$ cat src/design/sbms_ram.sv
`timescale 1ns / 1ps
// ----------------------------------------------------------------------------
// sbms_ram
// Simple dual-port memory, one write and one registered read per cycle.
// ----------------------------------------------------------------------------
module sbms_ram #(
  parameter int Width = 8,
  parameter int Depth = 16
) (
  input  logic                     clk_i,
  input  logic                     we_i,
  input  logic [$clog2(Depth)-1:0] waddr_i,
  input  logic [Width-1:0]         wdata_i,
  input  logic [$clog2(Depth)-1:0] raddr_i,
  output logic [Width-1:0]         rdata_o
);

  logic [Width-1:0] mem [Depth];
  logic [Width-1:0] rdata_q;

  always_ff @(posedge clk_i) begin
    if (we_i) begin
      mem[waddr_i] <= wdata_i;
    end
    rdata_q <= mem[raddr_i];
  end

  assign rdata_o = rdata_q;

endmodule

$ cat config.mk
export PLATFORM = sky130hd
export DESIGN_NAME = sbms_ram
export DESIGN_NICKNAME = d
export VERILOG_FILES = /design/src/design/sbms_ram.sv
export SDC_FILE = /design/constraint.sdc
export NUM_CORES = 1
export LEC_CHECK = 0
export BUFFER_PORTS_ARGS = -buffer_cell sky130_fd_sc_hd__clkbuf_2
export CORE_MARGIN = 10
export CORE_UTILIZATION = 64
export CTS_CLUSTER_SIZE = 24
export DETAILED_ROUTE_END_ITERATION = 12
export PLACE_DENSITY_LB_ADDON = 0.1
export SLEW_MARGIN = 5
export SYNTH_ARGS = -nofsm -noshare
export SYNTH_HDL_FRONTEND = slang
export SYNTH_SLANG_ARGS = --single-unit
export TNS_END_PERCENT = 30
$ cat constraint.sdc
create_clock -name clk_i -period 4.1 [get_ports clk_i]
set_input_delay 0.615 -clock clk_i [delete_from_list [all_inputs] [get_ports clk_i]]
set_output_delay 0.615 -clock clk_i [all_outputs]
set_load 0.03 [all_outputs]
# --- Word-level counts from Yosys, hierarchy flattened ---
# Memories as Yosys holds them, arrays and structs flattened. A register that Yosys moved wholly into a read port is not among the register bits.
# Index checks and enable logic that the tools add are counted.
word_totals:
  output_inout_bits: 8
  register_bits: 0
  mem_bits_rw: 128
  wordCells: 3
  n_memories: 1
  input_bits: 18
op_classes:
  mux: 2
memory_table:
  columns: ["memory", "words", "word_bits", "read_ports", "rd_clocked_by_memory_dff", "wr", "line", "rtl"]
  rows:
  - ["mem", 16, 8, 1, 1, 1, "18", "logic [Width-1:0] mem [Depth];"]
ops:
  columns: ["operator", "count"]
  rows:
  - ["$mux 1", 2]

# --- Depth between registers and ports, before layout ---
depth:
  ltp_word: 2
  mapped_depth: 5
  depth_no_buf: 3

# --- Least setup slack after synthesis ---
# No wires, ideal clock.
synth_timing:
  path_kind: "input-to-reg"
  from: "input port waddr_i[2]"
  to: "memory mem[0][0] (enable)"
  t_required_ps: 3717
  path_stages: 2
  setup_ps: 383
  path_buffers: 0
  arrival_time_ps: 1725
  path_slack_ps: 1992
  path_cell_list: "or3b_2 -> nor3_1"
synth_rtl:
  columns: ["item", "line", "rtl"]
  rows:
  - ["from (decl)", "12", "input logic [$clog2(Depth)-1:0] waddr_i,"]
  - ["to (decl)", "18", null]
# No word-level cell before the write port.

==> summary.txt <==
crit start category: input pin
hold buffer count at cts: 0
largest net degree at the start of global routing: 33
worst r2r dst: rdata_o[4]
Slew Limit Headroom: 0.281
synth cell count leaders: edfxtp_1 (128), mux4_2 (18), a22oi_1 (16)
nets: 283
Setup Slack @ Placement: 1.43 ns
Area Overhead vs Synth: 16.3%
CP max stage delay: 0.60 ns
Pre-Repair DR Iteration Count: 5
critical path class: in -> reg
Final setup violation count: 0
run status: finished clean
synth top area cells: edfxtp_1 (75%), mux4_2 (7.9%), mux4_1 (7.1%), dfxtp_1 (3.1%), a22oi_1 (2.3%)
WP data required: 4.49 ns
Leakage: 2.02 nW
number of clock sinks: 136
htree depth: 4
post-CTS sizing: 0
Initial Util: 0.663
Worst VDD drop: 0.331 mV
Critical Path Fanout Max: 20
hpwl dp: 5.95 mm
Synth Register Bits: 136
fin crit share: 0.510
Layout Skew: 0.00556 ns
Worst R2R Path Depth: 3
Synth Instances: 229
Seq/Total Area, Yosys: 0.778
DIE HEIGHT: 110 µm
Overflow after GRT: 0
Worst Tran Pin Value: 1.07 ns
top-count cell post-synth: edfxtp_1
All-Layer GR Usage: 0.179
crit-path cells: clkbuf_2, buf_4, mux4_1, a22oi_1, nand2_1
Net Count, Synth: 247
maximum clock rate: 478 MHz
YS warnings: 0
fill count: 413
I/O pin total: 26
post-synth top area cell: edfxtp_1
WL/cell: 26.2 µm
GP Congestion: 0.762
CTS Buf Count: 17
post-synthesis cell area: 5150 µm²
diode count: 0
Setup WS post-layout: 2.01 ns
Async SR Flop Fraction: 0
RSZ-0062 raised after global routing: no
max-cap violation count: 0
Routed Antenna Nets: 0
IO buf count: 25
chip width: 110 µm
max-slew violation count: 0
Avg Cell Area, Syn: 22.5 µm²
R2R setup slack: 2.69 ns
Site Rows: 32
CP arrival: 2.49 ns
clock insertion delay at the later pin of the skew report: 0.51 ns
TritonCTS clock tree: done
Post-synth EDFFs: 128
worst setup path startpoint: raddr_i[0]
Max Buffers Root-to-Sink: 2
first-iteration detailed-routing DRC count: 194
final hold violations: 0
CTS Root Cell: clkbuf_8
critical path endpoint category: flop
setup TNS: 0 ns
vias in the first global route: 2610
Die ar.: 12000 µm²
Core Box Area: 7770 µm²
clock period minus final worst setup slack: 2.09 ns
post-CTS setup buffers: 0
ys flop type: edfxtp_1
power per cell area: 558 nW/µm²
top-area cell type share of the netlist area: 0.747
worst min-delay path category: in -> reg
vias: 2484
Worst setup endpoint: rdata_o[5]
Slowest cell on crit path: mux4_1
initial antenna violation count: 0
reg2reg start: mem[3][4]
share of cells above drive strength 1: 0.288
Post-Route WL: 9.97 mm
post-layout instance area: 5990 µm²
Distinct cells, synth: 19
placed cell area: 5340 µm²
DRC: 0
vias per inst: 6.54
clock-pin slew on the worst setup and hold paths: 0.06 ns
first-pass GRT wire length: 15.3 mm
registers in the layout, summed over array words and instances (netlist names):
register	flops
mem	128
rdata_o	8
worst min path at each step:
stage	cells after the start	start	slack, ns	end
after floorplan	3	mem[7][0]	0.63	rdata_o[0]
after global placement	3	mem[14][3]	0.65	rdata_o[3]
after detailed placement	3	mem[14][3]	0.67	rdata_o[3]
after CTS	1	wdata_i[2]	0.51	mem[4][2]
after global routing	1	wdata_i[2]	0.56	mem[0][2]
final	1	wdata_i[2]	0.51	mem[6][2]
cells by family (layout without fill, tap and decap cells):
kind of cell / Yosys count / count (layout) / synth area share
multiplexers: 32 / 32 / 0.150
AO/OA/AOI/OAI: 16 / 16 / 0.0233
buffers and inverters: 10 / 59 / 0.0168
flip-flops: 136 / 136 / 0.778
AND/OR/NAND/NOR: 35 / 35 / 0.0318
worst max-delay path: cells and delay by family:
family          cells  cell delay [ns]
simple gates        1             0.08
compound gates      1             0.23
mux                 1             0.60
buf+inv             2             0.95
cells in the final DEF (no fill, tap or decap), types with 2 or more instances in the layout:
master / netlist / layout
clkinvlp_4: 0 / 2
nor2_1: 13 / 13
bufinv_16: 0 / 5
clkbuf_8: 0 / 3
buf_4: 1 / 2
clkbuf_2: 0 / 25
clkbuf_16: 0 / 16
edfxtp_1: 128 / 128
nand3b_1: 2 / 2
mux4_2: 18 / 18
nand2_1: 9 / 9
mux4_1: 14 / 14
clkinv_2: 0 / 3
a22oi_1: 16 / 16
dfxtp_1: 8 / 8
nor3_2: 0 / 3
nand2b_1: 2 / 2
report_power, final:
| part | switching [mW] | total [mW] | internal (mW) |
|---|---|---|---|
| combinational | 0.0988 | 0.155 | 0.0560 |
| sequential | 0.00891 | 1.56 | 1.56 |
| clock | 0.540 | 1.62 | 1.08 |
metal layers:
metal / GRT usage / vias to the layer above / wire length [µm]
met5: 0 / - / 0
met3: 0.0585 / 15 / 849
met4: 0.0669 / 0 / 176
li1: - / 1046 / -
met2: 0.279 / 136 / 4880
met1: 0.233 / 1287 / 4060
metrics by stage:
step | cells | power, mW | hold WS [ns] | utilization
2_1_floorplan | 229 | 1.69 | 0.629 | -
3_3_place_gp | 348 | 1.74 | 0.648 | 0.687
3_5_place_dp | 348 | 1.75 | 0.667 | 0.687
4_1_cts | 380 | 3.35 | 0.510 | 0.770
5_1_grt | 380 | 3.42 | 0.557 | 0.771
6_report | 380 | 3.34 | 0.510 | 0.771
layout make-up:
| type | instances | area, µm² | share of cell area |
|---|---|---|---|
| clock buffers | 20 | 445 | 0.0744 |
| clock inverters | 12 | 198 | 0.0330 |
| multi-input cells | 83 | 1070 | 0.179 |
| flip-flops and latches | 136 | 4000 | 0.669 |
| well taps | 102 | 128 | 0.0213 |
| repair buffers | 27 | 140 | 0.0234 |
(Power assumes the default switching activity.)
